**src/rtl/pwa_ram.sv**
```systemverilog
// generic single-write, single-read ram with registered read data
// no dependencies
`default_nettype none

module pwa_ram #(
  parameter int WIDTH = 32,
  parameter int DEPTH = 64
) (
  input  wire logic                     clk,
  input  wire logic                     we,
  input  wire logic [$clog2(DEPTH)-1:0] waddr,
  input  wire logic [WIDTH-1:0]         wdata,
  input  wire logic [$clog2(DEPTH)-1:0] raddr,
  output logic      [WIDTH-1:0]         rdata
);

  logic [WIDTH-1:0] mem_r [DEPTH];

  always_ff @(posedge clk) begin
    if (we) begin
      mem_r[waddr] <= wdata;
    end
    rdata <= mem_r[raddr];
  end

endmodule

`default_nettype wire

```
**config.mk**
```make
export PLATFORM = sky130hd
export DESIGN_NAME = pwa_ram
export DESIGN_NICKNAME = d
export VERILOG_FILES = /design/src/rtl/pwa_ram.sv
export SDC_FILE = /design/constraint.sdc
export NUM_CORES = 2
export LEC_CHECK = 0
export CAP_MARGIN = 10
export CORE_MARGIN = 4
export CORE_UTILIZATION = 65
export CTS_CLUSTER_DIAMETER = 30
export DETAILED_ROUTE_END_ITERATION = 12
export DONT_BUFFER_PORTS = 1
export HOLD_SLACK_MARGIN = 0.02
export MAX_ROUTING_LAYER = met4
export PLACE_DENSITY_LB_ADDON = 0.1
export SLEW_MARGIN = 20
export SYNTH_ARGS = -nofsm -noshare
export SYNTH_HDL_FRONTEND = slang
export SYNTH_SLANG_ARGS = --single-unit
```
**constraint.sdc**
```tcl
create_clock -name clk -period 7.7 [get_ports clk]
set_clock_uncertainty 0.05 [all_clocks]
set_input_delay 0.385 -clock clk [delete_from_list [all_inputs] [get_ports clk]]
set_output_delay 0.385 -clock clk [all_outputs]
set_load 0.005 [all_outputs]
```
==> metrics.md <==
| Metric | Value |
|---|---|
| Run status | `finished clean` |
| DR WL/cell | `41.4 µm` |
| DIE AREA | `126000 µm²` |
| CTS root buffer | `clkbuf_16` |
| Routed metal-1 wirelength | `76.7 mm` |
| Met2 WL | `110 mm` |
| Worst Setup End Kind | `flop` |
| CTS tree | `done` |
| Initial antenna violation count | `10` |
| Setup TNS | `0 ns` |
| First-pass GRT wire length | `315 mm` |
| Slew Viols, Final | `0` |
| Post-synth top area share | `78.3%` |
| Layout cells sized above 1 | `34.0%` |
| Fill cell count | `5358` |
| Fin. Hold Viols | `0` |
| CP Class | `in2reg` |
| Max H-tree Level | `5` |
| Synthesized area per cell | `23.6 µm²` |
| Nets | `3729` |
| DRT Wirelength | `232 mm` |
| Post-DP HPWL | `106 mm` |
| Clk buf depth | `4` |
| Inserted Clock Buffers | `379` |
| GPL Wtd Cong | `0.831` |
| Top cell type by total area after synthesis | `edfxtp_1` |
| Worst-Skew Late Latency | `0.94 ns` |
| Drt initial violations | `7369` |
| Sequential power share | `41.1%` |
| Ys Warns | `0` |
| Period minus WS final | `4.01 ns` |
| Number of global-route vias before repair | `40900` |
| Routed via count | `40900` |
| Synthesized cell area | `78500 µm²` |
| Startpoint types | `primary input` |
| Final period util | `52.0%` |
| RSZ-0062 raised after global routing | `no` |
| WP data arrival | `4.77 ns` |
| Pwr dens | `322 nW/µm²` |
| Number of flops mapped to enable cells by yosys | `2048` |
| Die X | `356 µm` |
| Pin count of the biggest net entering global routing | `514` |
| CP required | `8.47 ns` |
| Std-Cell Rows | `127` |
| Int Pwr | `23900 µW` |
| Max-slew headroom | `18.3%` |
| # clock sinks | `2080` |
| Sequential area share after synthesis | `79.1%` |
| Area of the core | `120000 µm²` |
| Post-route DRC | `0` |
| Clock network power share | `55.1%` |
| Hold crit path type | `in2reg` |
| # setup viols final | `0` |
| Die height | `356 µm` |
| GR Util All Layers | `37.4%` |
| WL met3 | `34.1 mm` |
| Flops & latches, synth | `2080` |
| Area grow syn2layout | `22.0%` |
| Detailed Routing Iterations Pass 1 | `6` |
| Sw Ratio | `22.3%` |
| Post-CTS resize count | `0` |
| Ys async rst share | `0%` |
| Starting Density | `65.4%` |
| Via density | `7.29` |
| NetSw | `6890 µW` |
| Worst-path fanout max | `139` |
| Pre-CTS setup slack | `4.58 ns` |
| Cell variety after synth | `34` |
| Worst Setup SP | `raddr[0]` |
| Worst setup margin | `3.69 ns` |
| Prevailing post-synth register cell | `edfxtp_1` |
| Grt total ovfl | `0` |
| Max rail drop VDD | `0.271 mV` |
| Critical hold path startpoint | `raddr[3]` |
| Combinational power share | `3.8%` |
| Routed Antenna Nets | `0` |
| Synth top area cells | `edfxtp_1, mux4_2, mux2i_1` |
| Mapped Nets | `3370` |
| Worst-path clk slew | `0.06 ns` |
| Worst slew pin tran | `1.22 ns` |
| Reg2reg start | `mem_r[38][2]` |
| WHS | `0.0853 ns` |
| Syn Inst Count | `3324` |
| Leak pwr | `0.0308 µW` |
| Fmax achieved | `0.250 GHz` |
| MaxCap Viol Count | `0` |
| Buffers on Ports | `0` |
| Top sig layer | `met4` |
| # IOs | `78` |
==> critical path: stages <==
cell,delay (ns)
buf_16,0.56
buf_16,0.77
nand3b_1,0.52
o221ai_1,0.67
a21oi_1,0.19
a21oi_1,0.20
dlygate4sd3_1,0.61
nor2_1,0.05
dlygate4sd3_1,0.57
==> path summary, 6_finish.rpt <==
path | slack (ns) | end | cells after the start
max | 3.69 | rdata[2] | 9
min | 0.09 | rdata[0] | 3
max reg2reg | 4.50 | rdata[2] | 7
min reg2reg | 0.75 | rdata[8] | 4
==> cell usage in the layout, fill, tap and decap left out, types with 49 or more instances in the layout <==
cell type	count
edfxtp_1	2048
nor2_4	62
mux2i_1	93
a21oi_1	62
mux4_2	544
nor2_1	75
o22ai_1	84
clkinv_2	49
bufinv_16	53
clkbuf_16	382
buf_16	59
==> kinds of logic (layout without fill, tap and decap cells) <==
group | count (synthesis) | after routing | synth area share (%)
AOI/OAI and AO/OA | 202 | 202 | 1.67
buffers and inverters | 182 | 847 | 1.13
DFF | 2080 | 2080 | 79.1
muxes | 637 | 637 | 16.8
other | 0 | 11 | 0
and+or+nand+nor | 223 | 223 | 1.27
==> through the flow <==
| stage | utilization [%] | instance area, µm² | total power (µW) | cells |
|---|---|---|---|---|
| 2_1_floorplan | - | 78500 | 13400 | 3324 |
| 3_3_place_gp | 67.0 | 80400 | 13600 | 4787 |
| 6_report | 79.9 | 95800 | 30800 | 5612 |
| 5_1_grt | 79.9 | 95800 | 31500 | 5607 |
| 4_1_cts | 79.3 | 95200 | 30600 | 5575 |
| 3_5_place_dp | 67.4 | 80900 | 13600 | 4808 |
==> what timing repair did <==
action | CTS | global route
hold buffers | 80 | 0
setup buffers | 0 | 0
hold endpoints to repair | 2144 | 0
==> layer usage <==
metal | vias to the layer above | GRT usage [%]
li1 | 15200 | -
met1 | 21200 | 50.1
met2 | 3849 | 55.0
met3 | 691 | 12.2
met4 | 0 | 13.7
met5 | - | -
==> power groups by stage <==
stage / clock (µW) / combinational, µW / sequential (µW)
final: 17000 / 1180 / 12700
after detailed placement: 0 / 716 / 12900
after floorplan: 0 / 610 / 12800
after CTS: 16900 / 1050 / 12600
after global placement: 0 / 707 / 12900
after global routing: 17700 / 1210 / 12700
==> sequential cells by signal, summed over array words and instances, names as in the netlist <==
name,cells
rdata,32
mem_r,2048
==> synth_stat cells (25+ instances only) <==
master       n
mux2i_1     93
a21oi_1     62
mux4_2     544
dfxtp_1     32
o22ai_1     84
nand2_1     26
clkbuf_1    74
buf_4       25
edfxtp_1  2048
nor2_1     137
buf_2       57
o221ai_1    27
==> area by class of cell <==
cell class / instances / area (µm²) / area share (%)
Clock inverter: 278 / 3230 / 3.38
Multi-Input combinational cell: 1062 / 16000 / 16.7
Tap cell: 1612 / 2020 / 2.10
Clock buffer: 409 / 9660 / 10.1
Sequential cell: 2080 / 62100 / 64.8
Timing Repair Buffer: 160 / 2780 / 2.90
Antenna cell: 11 / 27.5 / 0.0287
(Power assumes the default switching activity.)
