[config.mk]
export PLATFORM = sky130hd
export DESIGN_NAME = pwa_div
export DESIGN_NICKNAME = d
export VERILOG_FILES = /design/src/rtl/pwa_pkg.sv /design/src/rtl/pwa_div.sv
export SDC_FILE = /design/constraint.sdc
export NUM_CORES = 1
export LEC_CHECK = 0
export BUFFER_PORTS_ARGS = -buffer_cell sky130_fd_sc_hd__buf_4
export CAP_MARGIN = 20
export CELL_PAD_IN_SITES_DETAIL_PLACEMENT = 0
export CELL_PAD_IN_SITES_GLOBAL_PLACEMENT = 1
export CORE_ASPECT_RATIO = 0.75
export CORE_MARGIN = 1
export CORE_UTILIZATION = 39
export CTS_BUF_LIST = sky130_fd_sc_hd__clkbuf_16
export DETAILED_ROUTE_END_ITERATION = 8
export PLACE_DENSITY_LB_ADDON = 0.1
export SLEW_MARGIN = 0
export SYNTH_ARGS = -nofsm -noshare
export SYNTH_HDL_FRONTEND = slang
export SYNTH_SLANG_ARGS = --single-unit
[constraint.sdc]
create_clock -name clk -period 2.4 [get_ports clk]
set_input_delay 0.24 -clock clk [delete_from_list [all_inputs] [get_ports clk]]
set_output_delay 0.24 -clock clk [all_outputs]
set_load 0.01 [all_outputs]
[src/rtl/pwa_pkg.sv]
// shared constants for the per-user window average block
// no dependencies; used by pwa_div and per_user_window_average_unit
`default_nettype none

package pwa_pkg;

  // window and user geometry
  localparam int WINDOW_LEN = 30;
  localparam int USER_COUNT = 16;

  // field widths
  localparam int USER_W   = 4;
  localparam int SAMPLE_W = 32;
  localparam int PER_W    = 8;
  localparam int MEAN_W   = 32;

  // derived widths
  localparam int CNT_W     = $clog2(WINDOW_LEN + 1);
  localparam int SLOT_W    = (WINDOW_LEN > 1) ? $clog2(WINDOW_LEN) : 1;
  localparam int DEPTH     = USER_COUNT * WINDOW_LEN;
  localparam int ADDR_W    = (DEPTH > 1) ? $clog2(DEPTH) : 1;
  localparam int SUM_W     = SAMPLE_W + CNT_W;
  localparam int DIV_CNT_W = $clog2(SUM_W + 1);

  // action codes
  localparam logic ACT_ADD   = 1'b0;
  localparam logic ACT_QUERY = 1'b1;

endpackage

`default_nettype wire

[src/rtl/pwa_div.sv]
// restoring serial divider, one quotient bit per cycle
// depends on pwa_pkg
`default_nettype none

module pwa_div (
  input  wire logic                         clk,
  input  wire logic                         rst_n,
  input  wire logic                         start,
  input  wire logic [pwa_pkg::SUM_W-1:0]    dividend,
  input  wire logic [pwa_pkg::CNT_W-1:0]    divisor,
  output logic                              done,
  output logic      [pwa_pkg::SUM_W-1:0]    quotient
);

  logic                           busy_r;
  logic                           done_r;
  logic [pwa_pkg::DIV_CNT_W-1:0]  cnt_r;
  logic [pwa_pkg::CNT_W-1:0]      rem_r;
  logic [pwa_pkg::CNT_W-1:0]      div_r;
  logic [pwa_pkg::SUM_W-1:0]      quo_r;

  logic [pwa_pkg::CNT_W:0]        trial;
  logic                           fits;
  logic [pwa_pkg::CNT_W:0]        diff;

  // shift next dividend bit into the partial remainder
  always_comb begin
    trial = {rem_r, quo_r[pwa_pkg::SUM_W-1]};
    fits  = (trial >= {1'b0, div_r});
    diff  = trial - {1'b0, div_r};
  end

  always_ff @(posedge clk) begin
    if (!rst_n) begin
      busy_r <= 1'b0;
      done_r <= 1'b0;
      cnt_r  <= '0;
    end else begin
      done_r <= 1'b0;
      if (start) begin
        busy_r <= 1'b1;
        cnt_r  <= pwa_pkg::DIV_CNT_W'(pwa_pkg::SUM_W);
      end else if (busy_r) begin
        cnt_r <= cnt_r - 1'b1;
        if (cnt_r == pwa_pkg::DIV_CNT_W'(1)) begin
          busy_r <= 1'b0;
          done_r <= 1'b1;
        end
      end
    end
  end

  always_ff @(posedge clk) begin
    if (start) begin
      rem_r <= '0;
      div_r <= divisor;
      quo_r <= dividend;
    end else if (busy_r) begin
      // remainder stays below the divisor, so the low bits suffice
      rem_r <= fits ? diff[pwa_pkg::CNT_W-1:0] : trial[pwa_pkg::CNT_W-1:0];
      quo_r <= {quo_r[pwa_pkg::SUM_W-2:0], fits};
    end
  end

  assign done     = done_r;
  assign quotient = quo_r;

endmodule

`default_nettype wire

==> summary.log <==
[cells_and_area] most used cells in the layout excluding fill and tap cells buf_4, edfxtp_1, mux2_2
[cells_and_area] area taken by flip-flops and latches 0.00152 mm^2
[global_route] largest net degree at the start of global routing 38
[yosys] Synth Net Count 228
[global_route] number of global-route vias before repair 1639
[worst_setup_path] startpoint of the most critical setup path quotient[36]
[worst_setup_path] flop2flop setup slack 0.14 ns
[yosys] FFs w/ async S/R, synth 0%
[yosys] Syn Std Cell Area 0.00248 mm^2
[clock_network] clock buffers created by TritonCTS 5
[routing] Post-DRT Antenna Nets 0
[power] peak supply drop 0.345 mV
[routing] Initial DRT Pass Iterations 4
[worst_setup_path] critical path's most frequent cell inv_1
[timing] Hold Vio Cnt, Final 0
[timing] Slew Viols, Final 0
[worst_setup_path] crit-path max cell delay 0.43 ns
[floorplanning] area inside the core boundary 0.00598 mm^2
[routing] via/cell ratio 4.93
[placed_design] number of I/O port buffers 82
[yosys] EDFF count, synth 42
[timing] worst hold margin 0.128 ns
[cells_and_area] number of nets in the layout 314
[worst_setup_path] reg-to-reg critical path startpoint quotient[36]
[global_route] global-route wire length before repair 7.84 mm
[routing] DRC violation total after the first TritonRoute iteration 55
[clock_network] H-tree lvl count 2
[clock_network] number of hold-repair buffers added at the cts stage 0
[floorplanning] die area 0.00668 mm^2
[routing] met3 wire length 407 um
[yosys] Synth Area per Inst 14.2 um^2
[power] final total power 0.00245 W
[outcome] result of the run completed
[placed_design] detailed-placement wirelength estimate 3.61 mm
[routing] routed length per placed instance 14.6 um
[clock_network] CTS tree done
[timing] total negative slack for setup checks 0 ns
[timing] Period minus WS final 2.26 ns
[worst_setup_path] R2R cell count 8
[timing] final period utilization 94.2%
[cells_and_area] Inserted Diodes 0
[yosys] Unique masters post-synth 36
[yosys] total of flip-flops plus latches after synthesis 55
[worst_setup_path] CP Max Fanout 6
[power] PD cells 725 mW/mm^2
[min_path] kind of path behind the tightest hold check input port to flop
[worst_setup_path] arrival time at the worst endpoint 2.30 ns
[worst_setup_path] cell-by-cell listing of the critical path inv_1 -> ha_1 -> inv_1 -> fa_1 -> a211oi_2 -> nor2_1 -> or2_4 -> mux2_2
[clock_network] clock slew at reported path FFs 0.07 ns
[routing] DRT Wirelength 4.97 mm
[clock_network] source-to-sink clock delay at the later pin of the worst-skew pair 0.29 ns
[routing] met2 routed WL 2.02 mm
[floorplanning] y dimension of the die 71.0 um
[clock_network] clk sinks 55
[worst_setup_path] Worst setup endpoint quotient[0]
[floorplanning] die width 94.1 um
[global_route] number of antenna violations at the first check in global routing 0
[cells_and_area] multi-input gate area in the final layout 902 um^2
[worst_setup_path] Critical Path End Type flop
[cells_and_area] share of layout cells above drive strength 1 51.1%
[timing] final setup violating endpoints 0
[routing] via total after detailed routing 1675
[worst_setup_path] reg-to-reg endpoint quotient[0]
[yosys] most instantiated flip-flop cell in the synthesis netlist edfxtp_1
[worst_setup_path] nature of the critical path startpoint flop
[floorplanning] number of rows in the core area 24
[cells_and_area] most frequent standard cell in the layout excluding fill and tap cells buf_4
[worst_setup_path] required arrival time at the worst endpoint 2.44 ns
[min_path] Cells on Worst Hold Path 1
[routing] DRC 0
[timing] largest clock skew in the final design 0.00592 ns
[routing] uppermost layer routed met4
[cells_and_area] filler cell count in the final layout 507
[worst_setup_path] class of the most critical setup path flop to flop
[routing] wire length on met1 2.51 mm
[timing] setup repair after global routing missed its margin no
[yosys] synthesized instance count 175
[placed_design] weighted congestion at the end of routability-driven global placement 0.857
[floorplanning] Initial Util 41.5%
[cells_and_area] signed area change from the synthesized netlist to the final layout 36.1%
[timing] top achievable clock speed 442 MHz
[yosys] number of synthesis warnings 0
[global_route] leftover overflow at the end of global routing 0
[floorplanning] number of placed I/O pins 83
[timing] slew margin rel. 68.6%
[yosys] share of synthesized area occupied by flip-flops and latches 61.4%
[power] Static Leak 1.41 nW
[clock_network] Root Buffer Master clkbuf_16
[global_route] GRT Resource Usage Total 15.5%
[worst_setup_path] slowest library cell on the worst path fa_1
[clock_network] number of buffers between clock root and the deepest sink 2
[flow_run] max capacitance violation total 0
[timing] transition time of the tightest slew-check pin 0.465 ns
-- worst max-delay path: cells and delay by family (launching register included) --
kind / cells / cell delay (ns)
compound gates: 1 / 0.21
fa+ha+maj: 2 / 0.58
buf+inv: 2 / 0.13
flops: 1 / 0.42
mux: 1 / 0.26
simple gates: 2 / 0.42
-- logic make-up after synthesis --
logic type	after synthesis	share of synthesized area [%]
buffers and inverters	16	2.42
flip-flops	55	61.4
AO/OA/AOI/OAI	21	6.26
multiplexers	37	16.8
XOR/XNOR	7	2.47
AND/OR/NAND/NOR	31	6.31
adder cells (fa/ha/maj)	8	4.34
-- cell usage after synthesis (2+ instances only) --
master    instances  area share, %
a211oi_1          3           0.91
nor3_1            2           0.40
ha_1              7            3.5
a21boi_0          2           0.61
a21oi_1           2           0.40
o21ai_0           4           0.81
dfxtp_1          13             10
clkbuf_1          5           0.76
inv_1             9            1.4
nand2_1           8            1.2
edfxtp_1         42             51
xor2_1            3            1.1
nor2_1           10            1.5
mux2_2           37             17
and3_1            2           0.50
nor4_1            3           0.76
xnor2_1           4            1.4
-- timing repair --
action / in CTS / in global routing
gates resized for setup: 0 / 1
setup endpoints to repair: 0 / 1
hold endpoints to repair: 0 / 0
buffers inserted: 0 / 0
-- metal layers --
layer  track usage, %  up-vias
li1                 -      827
met1             22.6      782
met2             21.3       64
met3             5.70        2
met4             4.96        0
met5                0        -
-- power breakdown --
group          switching (W)  internal, W  leakage, nW
clock network       0.000313     0.000487       0.0812
registers          0.0000553      0.00114        0.528
logic               0.000198     0.000253        0.797
total               0.000567      0.00188         1.41
-- cell type report --
class	count	share of cell area [%]
multi-input combinational	104	26.7
sequential	55	45.1
timing repair buffer	85	19.3
inverter	10	1.11
clock buffer	5	3.71
clock inverter	3	1.15
tap	78	2.89
-- worst min-delay path by stage --
stage,startpoint,slack [ns],end
4_1_cts,divisor[3],0.12,div_r[3]
3_3_place_gp,divisor[2],0.42,div_r[2]
2_1_floorplan,divisor[0],0.34,div_r[0]
5_1_grt,divisor[4],0.12,div_r[4]
6_report,divisor[3],0.13,div_r[3]
3_5_place_dp,divisor[3],0.42,div_r[3]
-- sequential cells by signal, summed over array words and instances, names as in the netlist --
register and flops:
quotient 37, div_r 5, done 1, rem_r 5, cnt_r 6, busy_r 1
-- metrics by stage --
step                std cells  utilization [%]  setup WS, ns  cell area, um^2
finish                    340             56.4         0.139             3370
CTS                       340             56.4         0.115             3370
global route              340             56.4        0.0244             3370
floorplan                 175                -         0.200             2480
global placement          332             53.6         0.179             3200
detailed placement        332             53.6         0.124             3200
Power figures use the tool's default switching activity.
